===== config.mk =====
export PLATFORM = sky130hd
export DESIGN_NAME = edf_time_slice_scheduler_core
export DESIGN_NICKNAME = d
export VERILOG_FILES = /design/src/rtl/edfs_pkg.sv /design/src/rtl/edfs_state_ram.sv /design/src/rtl/edfs_entry_update.sv /design/src/rtl/edf_time_slice_scheduler_core.sv
export SDC_FILE = /design/constraint.sdc
export NUM_CORES = 1
export LEC_CHECK = 0
export ABC_AREA = 1
export BUFFER_PORTS_ARGS = -buffer_cell sky130_fd_sc_hd__buf_4
export CAP_MARGIN = 20
export CORE_MARGIN = 10
export CORE_UTILIZATION = 30
export CTS_CLUSTER_SIZE = 16
export DETAILED_ROUTE_END_ITERATION = 12
export HOLD_SLACK_MARGIN = 0.15
export MAX_ROUTING_LAYER = met4
export PLACE_DENSITY = 0.47
export SLEW_MARGIN = 20
export SYNTH_ARGS = -nofsm -noshare
export SYNTH_HDL_FRONTEND = slang
export SYNTH_SLANG_ARGS = --single-unit
export TNS_END_PERCENT = 30

===== constraint.sdc =====
create_clock -name clock -period 10.6 [get_ports clock]
set_input_delay 0.53 -clock clock [delete_from_list [all_inputs] [get_ports clock]]
set_output_delay 0.53 -clock clock [all_outputs]
set_load 0.01 [all_outputs]

===== src/rtl/edfs_pkg.sv =====
// Shared types and constants for the EDF time-slice scheduler.
// Holds the transaction payload structs, command and register codes and the sequencer states.
// Has no dependencies; edfs_entry_update and the core refer to it by scoped names.
package edfs_pkg;

   localparam int CSR_DATA_WIDTH = 16;
   localparam int CSR_INDEX_WIDTH = 1;
   localparam int ACTIVE_COUNT_WIDTH = 4;
   localparam int FRAME_WIDTH = 16;

   localparam logic CMD_LOAD = 1'b0;
   localparam logic CMD_TICK = 1'b1;

   localparam logic [CSR_INDEX_WIDTH-1:0] CFG_ACTIVE_COUNT = 1'b0;
   localparam logic [CSR_INDEX_WIDTH-1:0] CFG_FRAME_LENGTH = 1'b1;

   // Field slots of one packed partition entry, counted from the LSB in units of TIME_BITS.
   localparam int NUM_FIELDS = 5;
   localparam int FIELD_ELAPSED = 0;
   localparam int FIELD_COUNTDOWN = 1;
   localparam int FIELD_REMAINING = 2;
   localparam int FIELD_PERIOD = 3;
   localparam int FIELD_BUDGET = 4;

   typedef struct packed {
      logic        cmd;
      logic [2:0]  entry_index;
      logic [15:0] budget;
      logic [15:0] period_len;
   } req_type;

   typedef struct packed {
      logic [2:0] slot_owner;
      logic       slot_idle;
      logic       frame_end;
   } rsp_type;

   typedef struct packed {
      logic eligible;
   } upd_status_type;

   typedef enum logic [1:0] {
      ST_IDLE,
      ST_SCAN,
      ST_CHARGE
   } state_type;

endpackage


===== src/rtl/edfs_state_ram.sv =====
// Partition state memory: one write port and one read port with registered read data.
// Each word packs budget, period, remaining budget, deadline countdown and period position.
// Depends on nothing; instantiated by edf_time_slice_scheduler_core.
module edfs_state_ram #(
   parameter int DEPTH = 8,
   parameter int WIDTH = 80
) (
   input  logic                     clock,
   input  logic                     wr_en,
   input  logic [$clog2(DEPTH)-1:0] wr_addr,
   input  logic [WIDTH-1:0]         wr_data,
   input  logic                     rd_en,
   input  logic [$clog2(DEPTH)-1:0] rd_addr,
   output logic [WIDTH-1:0]         rd_data
);

   logic [WIDTH-1:0] mem_ff [DEPTH];
   logic [WIDTH-1:0] rd_data_ff;

   always_ff @(posedge clock) begin
      if (wr_en) begin
         mem_ff[wr_addr] <= wr_data;
      end
   end

   always_ff @(posedge clock) begin
      if (rd_en) begin
         rd_data_ff <= mem_ff[rd_addr];
      end
   end

   assign rd_data = rd_data_ff;

endmodule


===== src/rtl/edfs_entry_update.sv =====
// Per-partition slot update: eligibility against the best deadline so far, countdown advance,
// replenishment at the period boundary and the charged copy of the entry.
// Depends on edfs_pkg; instantiated by edf_time_slice_scheduler_core.
module edfs_entry_update #(
   parameter int TIME_BITS = 16
) (
   input  logic [edfs_pkg::NUM_FIELDS*TIME_BITS-1:0] entry,
   input  logic [((TIME_BITS > 16) ? TIME_BITS : 16)-1:0] best_ddl,
   output logic [edfs_pkg::NUM_FIELDS*TIME_BITS-1:0] next_entry,
   output logic [edfs_pkg::NUM_FIELDS*TIME_BITS-1:0] charged_entry,
   output edfs_pkg::upd_status_type                 status
);

   localparam int CW = (TIME_BITS > 16) ? TIME_BITS : 16;

   logic [TIME_BITS-1:0] budget;
   logic [TIME_BITS-1:0] period;
   logic [TIME_BITS-1:0] remaining;
   logic [TIME_BITS-1:0] countdown;
   logic [TIME_BITS-1:0] elapsed;
   logic [TIME_BITS-1:0] next_remaining;
   logic [TIME_BITS-1:0] next_countdown;
   logic [TIME_BITS-1:0] next_elapsed;
   logic [TIME_BITS-1:0] charged_remaining;
   logic                 boundary;

   assign budget    = entry[edfs_pkg::FIELD_BUDGET*TIME_BITS +: TIME_BITS];
   assign period    = entry[edfs_pkg::FIELD_PERIOD*TIME_BITS +: TIME_BITS];
   assign remaining = entry[edfs_pkg::FIELD_REMAINING*TIME_BITS +: TIME_BITS];
   assign countdown = entry[edfs_pkg::FIELD_COUNTDOWN*TIME_BITS +: TIME_BITS];
   assign elapsed   = entry[edfs_pkg::FIELD_ELAPSED*TIME_BITS +: TIME_BITS];

   assign boundary = (elapsed == (period - TIME_BITS'(1)));

   always_comb begin
      if (boundary) begin
         next_remaining    = budget;
         next_countdown    = period;
         next_elapsed      = '0;
         charged_remaining = budget;
      end else begin
         next_remaining    = remaining;
         next_countdown    = (countdown != '0) ? countdown - TIME_BITS'(1) : countdown;
         next_elapsed      = elapsed + TIME_BITS'(1);
         charged_remaining = remaining - TIME_BITS'(1);
      end
   end

   assign next_entry    = {budget, period, next_remaining, next_countdown, next_elapsed};
   assign charged_entry = {budget, period, charged_remaining, next_countdown, next_elapsed};

   assign status.eligible = (remaining != '0) && (best_ddl >= CW'(countdown));

endmodule


===== src/rtl/edf_time_slice_scheduler_core.sv =====
// Top level of the EDF time-slice scheduler: transaction handshakes, configuration registers,
// the sequencer that walks the partition state memory, and the result register.
// Depends on edfs_pkg, edfs_state_ram and edfs_entry_update.
//
// Usage: the request channel carries load and tick transactions on req_valid/req_stall with a
// req_payload struct. A load writes one partition's budget and period into the state memory and
// produces no result. A tick walks partitions 0 to n-1, where n is active_count limited to
// MAX_PARTITIONS, through the single read port of the state memory, one entry per cycle, picking
// the eligible entry with the smallest deadline countdown and writing each advanced entry back,
// then writes the charge to the chosen entry and loads the result onto rsp_valid/rsp_payload
// from the charge state. The next request is taken once the sequencer is back in idle, which a
// load never leaves. The result sits in an output register: new requests are accepted while it
// waits on rsp_stall, and a tick that finishes while the previous result is still stalled holds
// in its final state until the register frees up.
// Configuration is written on csr_we/csr_index/csr_wdata, by the user only while no transaction
// is in flight; the block itself does not enforce this.
// Synchronous reset returns the sequencer to idle, drops rsp_valid, clears the slot counter
// and sets active_count and frame_length to 1. Partition entries are not cleared; every
// active partition must be loaded before the first tick.
module edf_time_slice_scheduler_core #(
   parameter int MAX_PARTITIONS = 8,
   parameter int TIME_BITS = 16
) (
   input  logic                                   clock,
   input  logic                                   reset,
   input  logic                                   req_valid,
   output logic                                   req_stall,
   input  edfs_pkg::req_type                      req_payload,
   output logic                                   rsp_valid,
   input  logic                                   rsp_stall,
   output edfs_pkg::rsp_type                      rsp_payload,
   input  logic                                   csr_we,
   input  logic [edfs_pkg::CSR_INDEX_WIDTH-1:0]   csr_index,
   input  logic [edfs_pkg::CSR_DATA_WIDTH-1:0]    csr_wdata
);

   localparam int AW = $clog2(MAX_PARTITIONS);
   localparam int CNTW = $clog2(MAX_PARTITIONS + 1);
   localparam int CW = (TIME_BITS > 16) ? TIME_BITS : 16;
   localparam int EW = edfs_pkg::NUM_FIELDS * TIME_BITS;
   localparam int FW = edfs_pkg::FRAME_WIDTH;

   edfs_pkg::state_type                      state_ff, state_in;
   logic [edfs_pkg::ACTIVE_COUNT_WIDTH-1:0]  active_count_ff, active_count_in;
   logic [FW-1:0]                            frame_length_ff, frame_length_in;
   logic [FW-1:0]                            slot_counter_ff, slot_counter_in;
   logic [CNTW-1:0]                          n_ff, n_in;
   logic [FW-1:0]                            flen_ff, flen_in;
   logic [CNTW-1:0]                          rd_idx_ff, rd_idx_in;
   logic                                     rd_vld_ff, rd_vld_in;
   logic [AW-1:0]                            proc_idx_ff, proc_idx_in;
   logic [CW-1:0]                            best_ddl_ff, best_ddl_in;
   logic                                     found_ff, found_in;
   logic [AW-1:0]                            owner_ff, owner_in;
   logic [EW-1:0]                            owner_entry_ff, owner_entry_in;
   logic                                     rsp_valid_ff, rsp_valid_in;
   edfs_pkg::rsp_type                        rsp_payload_ff, rsp_payload_in;

   logic                     mem_we;
   logic [AW-1:0]            mem_waddr;
   logic [EW-1:0]            mem_wdata;
   logic                     mem_re;
   logic [AW-1:0]            mem_raddr;
   logic [EW-1:0]            mem_rdata;
   logic [EW-1:0]            upd_next;
   logic [EW-1:0]            upd_charged;
   edfs_pkg::upd_status_type upd_status;
   logic [TIME_BITS-1:0]     ld_budget;
   logic [TIME_BITS-1:0]     ld_period;
   logic                     frame_wrap;

   edfs_state_ram #(
      .DEPTH (MAX_PARTITIONS),
      .WIDTH (EW)
   ) u_state_ram (
      .clock   (clock),
      .wr_en   (mem_we),
      .wr_addr (mem_waddr),
      .wr_data (mem_wdata),
      .rd_en   (mem_re),
      .rd_addr (mem_raddr),
      .rd_data (mem_rdata)
   );

   edfs_entry_update #(
      .TIME_BITS (TIME_BITS)
   ) u_entry_update (
      .entry         (mem_rdata),
      .best_ddl      (best_ddl_ff),
      .next_entry    (upd_next),
      .charged_entry (upd_charged),
      .status        (upd_status)
   );

   assign ld_budget = TIME_BITS'(req_payload.budget);
   assign ld_period = (TIME_BITS'(req_payload.period_len) == '0) ? TIME_BITS'(1)
                                                                  : TIME_BITS'(req_payload.period_len);
   assign frame_wrap = ({1'b0, slot_counter_ff} + (FW + 1)'(1)) >= {1'b0, flen_ff};

   always_comb begin
      state_in        = state_ff;
      active_count_in = active_count_ff;
      frame_length_in = frame_length_ff;
      slot_counter_in = slot_counter_ff;
      n_in            = n_ff;
      flen_in         = flen_ff;
      rd_idx_in       = rd_idx_ff;
      proc_idx_in     = rd_idx_ff[AW-1:0];
      best_ddl_in     = best_ddl_ff;
      found_in        = found_ff;
      owner_in        = owner_ff;
      owner_entry_in  = owner_entry_ff;
      rsp_valid_in    = rsp_valid_ff & rsp_stall;
      rsp_payload_in  = rsp_payload_ff;
      mem_we          = 1'b0;
      mem_waddr       = proc_idx_ff;
      mem_wdata       = upd_next;
      mem_re          = 1'b0;
      mem_raddr       = rd_idx_ff[AW-1:0];
      req_stall       = (state_ff != edfs_pkg::ST_IDLE);

      if (csr_we) begin
         case (csr_index)
            edfs_pkg::CFG_ACTIVE_COUNT: begin
               active_count_in = csr_wdata[edfs_pkg::ACTIVE_COUNT_WIDTH-1:0];
            end
            edfs_pkg::CFG_FRAME_LENGTH: begin
               frame_length_in = csr_wdata[FW-1:0];
            end
            default: begin
            end
         endcase
      end

      case (state_ff)
         edfs_pkg::ST_IDLE: begin
            if (req_valid) begin
               if (req_payload.cmd == edfs_pkg::CMD_LOAD) begin
                  if (32'(req_payload.entry_index) < MAX_PARTITIONS) begin
                     mem_we    = 1'b1;
                     mem_waddr = AW'(req_payload.entry_index);
                     mem_wdata = {ld_budget, ld_period, ld_budget, ld_period, TIME_BITS'(0)};
                  end
               end else begin
                  n_in        = (32'(active_count_ff) > MAX_PARTITIONS) ? CNTW'(MAX_PARTITIONS)
                                                                        : CNTW'(active_count_ff);
                  flen_in     = (frame_length_ff == '0) ? FW'(1) : frame_length_ff;
                  best_ddl_in = CW'(flen_in);
                  rd_idx_in   = '0;
                  found_in    = 1'b0;
                  owner_in    = '0;
                  state_in    = edfs_pkg::ST_SCAN;
               end
            end
         end
         edfs_pkg::ST_SCAN: begin
            if (rd_idx_ff != n_ff) begin
               mem_re    = 1'b1;
               rd_idx_in = rd_idx_ff + CNTW'(1);
            end
            if (rd_vld_ff) begin
               mem_we = 1'b1;
               if (upd_status.eligible) begin
                  best_ddl_in    = CW'(mem_rdata[edfs_pkg::FIELD_COUNTDOWN*TIME_BITS +: TIME_BITS]);
                  owner_in       = proc_idx_ff;
                  found_in       = 1'b1;
                  owner_entry_in = upd_charged;
               end
            end
            if ((rd_idx_ff == n_ff) && !rd_vld_ff) begin
               state_in = edfs_pkg::ST_CHARGE;
            end
         end
         edfs_pkg::ST_CHARGE: begin
            mem_we    = found_ff;
            mem_waddr = owner_ff;
            mem_wdata = owner_entry_ff;
            if (!rsp_valid_ff || !rsp_stall) begin
               rsp_valid_in              = 1'b1;
               rsp_payload_in.slot_owner = found_ff ? 3'(owner_ff) : 3'd0;
               rsp_payload_in.slot_idle  = !found_ff;
               rsp_payload_in.frame_end  = frame_wrap;
               slot_counter_in           = frame_wrap ? '0 : slot_counter_ff + FW'(1);
               state_in                  = edfs_pkg::ST_IDLE;
            end
         end
         default: begin
            state_in = edfs_pkg::ST_IDLE;
         end
      endcase

      rd_vld_in = mem_re;
   end

   always_ff @(posedge clock) begin
      if (reset) begin
         state_ff        <= edfs_pkg::ST_IDLE;
         active_count_ff <= edfs_pkg::ACTIVE_COUNT_WIDTH'(1);
         frame_length_ff <= FW'(1);
         slot_counter_ff <= '0;
         rd_vld_ff       <= 1'b0;
         found_ff        <= 1'b0;
         rsp_valid_ff    <= 1'b0;
      end else begin
         state_ff        <= state_in;
         active_count_ff <= active_count_in;
         frame_length_ff <= frame_length_in;
         slot_counter_ff <= slot_counter_in;
         rd_vld_ff       <= rd_vld_in;
         found_ff        <= found_in;
         rsp_valid_ff    <= rsp_valid_in;
      end
   end

   always_ff @(posedge clock) begin
      n_ff           <= n_in;
      flen_ff        <= flen_in;
      rd_idx_ff      <= rd_idx_in;
      proc_idx_ff    <= proc_idx_in;
      best_ddl_ff    <= best_ddl_in;
      owner_ff       <= owner_in;
      owner_entry_ff <= owner_entry_in;
      rsp_payload_ff <= rsp_payload_in;
   end

   assign rsp_valid   = rsp_valid_ff;
   assign rsp_payload = rsp_payload_ff;

   // A write-back during the walk must never hit the entry being fetched in the same cycle.
   a_no_rw_collision: assert property (@(posedge clock) disable iff (reset)
      (mem_re && mem_we) |-> (mem_raddr != mem_waddr))
      else $error("state memory read and write address collide");

   // The chosen partition always lies inside the active range of the current tick.
   a_owner_in_range: assert property (@(posedge clock) disable iff (reset)
      (state_ff == edfs_pkg::ST_CHARGE && found_ff) |-> (CNTW'(owner_ff) < n_ff))
      else $error("granted partition outside the active range");

   // A new result is only ever loaded from the final sequencer state.
   a_rsp_from_charge: assert property (@(posedge clock) disable iff (reset)
      $rose(rsp_valid_ff) |-> ($past(state_ff) == edfs_pkg::ST_CHARGE))
      else $error("result raised outside the charge state");

   // The walk ends only after the last fetched entry has been written back.
   a_scan_done: assert property (@(posedge clock) disable iff (reset)
      (state_ff == edfs_pkg::ST_SCAN && state_in == edfs_pkg::ST_CHARGE)
         |-> (!rd_vld_ff && rd_idx_ff == n_ff))
      else $error("scan left with a fetch still outstanding");

endmodule

==> metrics.csv <==
metric;value;unit
Max stage delay on crit path;0.78;ns
Syn-to-layout area delta;14.89;%
post-synthesis async set-or-reset flop share;0;%
leakage;15.64;nW
DP HPWL;66910;um
starting density of the core;30.12;%
pre-CTS WS;5.565;ns
Post-synth EDFFs;848;
pwr dens;189.8;mW/mm2
port bufs;64;
core area;0.1272;mm2
ys flop type;edfxtp_1;
H-tree depth;3;
Critical Path RT;10.88;ns
endpoints failing setup;0;
crit path capture type;flip-flop;
GR Util All Layers;15.55;%
number of synthesized register bits;892;
Final Skew;0.02985;ns
IO Pins;65;
headroom to the max-slew limit;29.27;%
vias per cell;4.890;
actual slew at the worst max-slew pin;1.050;ns
Die Y;377.4;um
Fin. Hold Viols;0;
Net Count, Synth;3564;
DIE AREA;0.1424;mm2
Worst Reg-to-Reg Cells;11;
CTS buffer count;98;
outcome;finished clean;
total of max-cap violations;0;
final instance area;0.04402;mm2
Yosys warnings;0;
antenna violations before repair;3;
drt first pass iters;5;
vias in the first global route;24490;
data arrival time at the worst-slack endpoint;5.19;ns
worst-path cell chain;nor2_2 -> inv_1 -> nor2_1 -> nor2_4 -> buf_4 -> inv_1 -> a21oi_1 -> nand2_1 -> nor2_4 -> buf_16 -> buf_4;
Starting DRT DRC Count;2281;
RSZ-0062 raised after global routing;false;
post-CTS setup buffer count;0;
die width;377.4;um
Sum Neg Setup Slack;0;ns
critical setup path kind;reg2reg;
Site Rows;131;
largest net degree at the start of global routing;122;
fin. max-slew vios;0;
Antenna Violating Nets Remaining;0;
average size of a mapped cell;11.05;um2
gp weighted congestion;0.8758;
clk sinks;892;
total global routing overflow;0;
Syn Inst Count;3467;
cell area after synthesis;0.03832;mm2
share of cells above drive strength 1;8.273;%
Root Buffer;clkbuf_16;
CTS tree;yes;
Worst-path clk slew;0.06;ns
VDD IR max;0.0001350;V
Longest Clk Path Bufs;3;
Hold Crit Class;in2reg;
Yosys cell types;42;
Seq/Total Area, Yosys;68.76;%
via count;25690;
Worst Hold Path Cells;3;
drt wl/cell;21.06;um
first-pass GRT wire length;163100;um
PnR worst setup slack;5.695;ns
CP Max Fanout;51;
DRC;0;
final worst path period share;46.27;%
Max Clock Freq;203.9;MHz
nets@finish;3606;
CP Launch Type;flip-flop;
# fillers;12710;
DP Area;0.04065;mm2
fin crit period;4.905;ns
Detailed Route WL;110600;um
worst skew pair latency;0.69;ns
slowest library cell on the worst path;dfxtp_1;
[cell families after synthesis]
family | after synthesis | share of synthesized area, %
simple gates | 1356 | 14.44
compound gates | 688 | 9.829
fa+ha+maj | 39 | 1.274
buf+inv | 437 | 4.441
xor+xnor | 55 | 1.257
flops | 892 | 68.76
[critical path, delay by kind of cell, from the launching register on]
kind                   cells  cell delay (ns)
buffers and inverters      5             1.96
and+or+nand+nor            5             1.45
DFF                        1             0.78
AOI/OAI and AO/OA          1             0.21
[Yosys cell counts (5+ instances only)]
| library cell | n | area [um2] |
|---|---|---|
| buf_6 | 5 | 56.30 |
| edfxtp_1 | 848 | 25460 |
| ha_1 | 39 | 488.0 |
| xor2_1 | 39 | 341.6 |
| a21oi_1 | 84 | 420.4 |
| a31oi_1 | 80 | 500.5 |
| nor2_2 | 6 | 37.54 |
| xnor2_1 | 16 | 140.1 |
| clkbuf_1 | 155 | 581.8 |
| buf_2 | 13 | 65.06 |
| nand3b_1 | 9 | 67.56 |
| nand3_1 | 119 | 595.6 |
| nor4_1 | 11 | 68.82 |
| inv_1 | 249 | 934.7 |
| buf_1 | 10 | 37.54 |
| nand4_1 | 37 | 231.5 |
| dfxtp_1 | 44 | 880.8 |
| nor3_1 | 10 | 50.05 |
| o21ai_0 | 406 | 2032 |
| nand2_1 | 442 | 1659 |
| nor2_1 | 696 | 2613 |
| a22o_1 | 7 | 61.31 |
| and2_1 | 5 | 31.28 |
| o22ai_1 | 82 | 513.0 |
| o211ai_1 | 12 | 90.09 |
| nand2_2 | 10 | 62.56 |
[report_power, final]
part           switching (mW)  internal [mW]
Combinational           0.597          0.205
Sequential             0.0602           4.06
Clock                    1.42           2.01
[flip-flops by register name (all words and copies together) (netlist names), 4 cells and up]
name	count
u_state_ram.mem_ff	640
owner_entry_ff	80
u_state_ram.rd_data	80
best_ddl_ff	16
flen_ff	16
frame_length_ff	16
slot_counter_ff	16
rsp_payload	5
active_count_ff	4
n_ff	4
rd_idx_ff	4
[metal layers]
layer	vias up	part of all wire, %	global-route usage (%)
met5	-	0	-
met4	0	2.3	4.034
met3	164	6.8	3.427
met2	661	45	23.50
met1	12630	46	21.07
li1	12230	-	-
[path summary, 6_finish.rpt]
| check | from | endpoint | slack (ns) |
|---|---|---|---|
| setup reg to reg | state_ff[0] | u_state_ram.mem_ff[4][44] | 5.70 |
| setup / recovery | state_ff[0] | u_state_ram.mem_ff[4][44] | 5.70 |
| hold / removal | csr_wdata[7] | frame_length_ff[7] | 0.20 |
| hold reg to reg | u_state_ram.rd_data[71] | owner_entry_ff[71] | 0.46 |
[per-stage QoR]
step                      power [mW]  std cells  util (%)  hold WS, ns
final                          8.356       5253     34.61       0.1972
after global routing           8.680       5252     34.61       0.1749
after CTS                      8.449       5252     34.60       0.1534
after detailed placement       4.998       5057     31.96       0.4385
after global placement         4.995       5056     31.94       0.4332
after floorplan                4.657       3467         -       0.3686
[final cells by class]
class | count | area (um2) | area share [%]
repair buffers | 127 | 1033 | 2.348
inverters | 252 | 963.4 | 2.189
flip-flops and latches | 892 | 26350 | 59.85
well taps | 1662 | 2079 | 4.724
diodes | 1 | 2.502 | 0.005685
clock inverters | 58 | 595.6 | 1.353
multi-input cells | 2138 | 10380 | 23.58
clock buffers | 123 | 2619 | 5.949
[placed cells by master (no fill, tap or decap), drive strengths merged, types with 16 or more instances in the layout]
| master | n |
|---|---|
| o22ai | 82 |
| dfxtp | 44 |
| inv | 254 |
| nor2 | 707 |
| clkbuf | 123 |
| buf | 113 |
| nand2 | 454 |
| nand4 | 37 |
| o21ai | 407 |
| a21oi | 84 |
| ha | 39 |
| xnor2 | 16 |
| clkinv | 43 |
| edfxtp | 848 |
| a31oi | 80 |
| nand3 | 120 |
| xor2 | 39 |
[timing repair]
| action | CTS | global route |
|---|---|---|
| hold buffers | 14 | 0 |
| resized for setup | 0 | 0 |
| endpoints found under the hold margin | 16 | 0 |
| setup endpoints to repair | 0 | 0 |
Note: power is estimated with default switching activity, not from simulation.
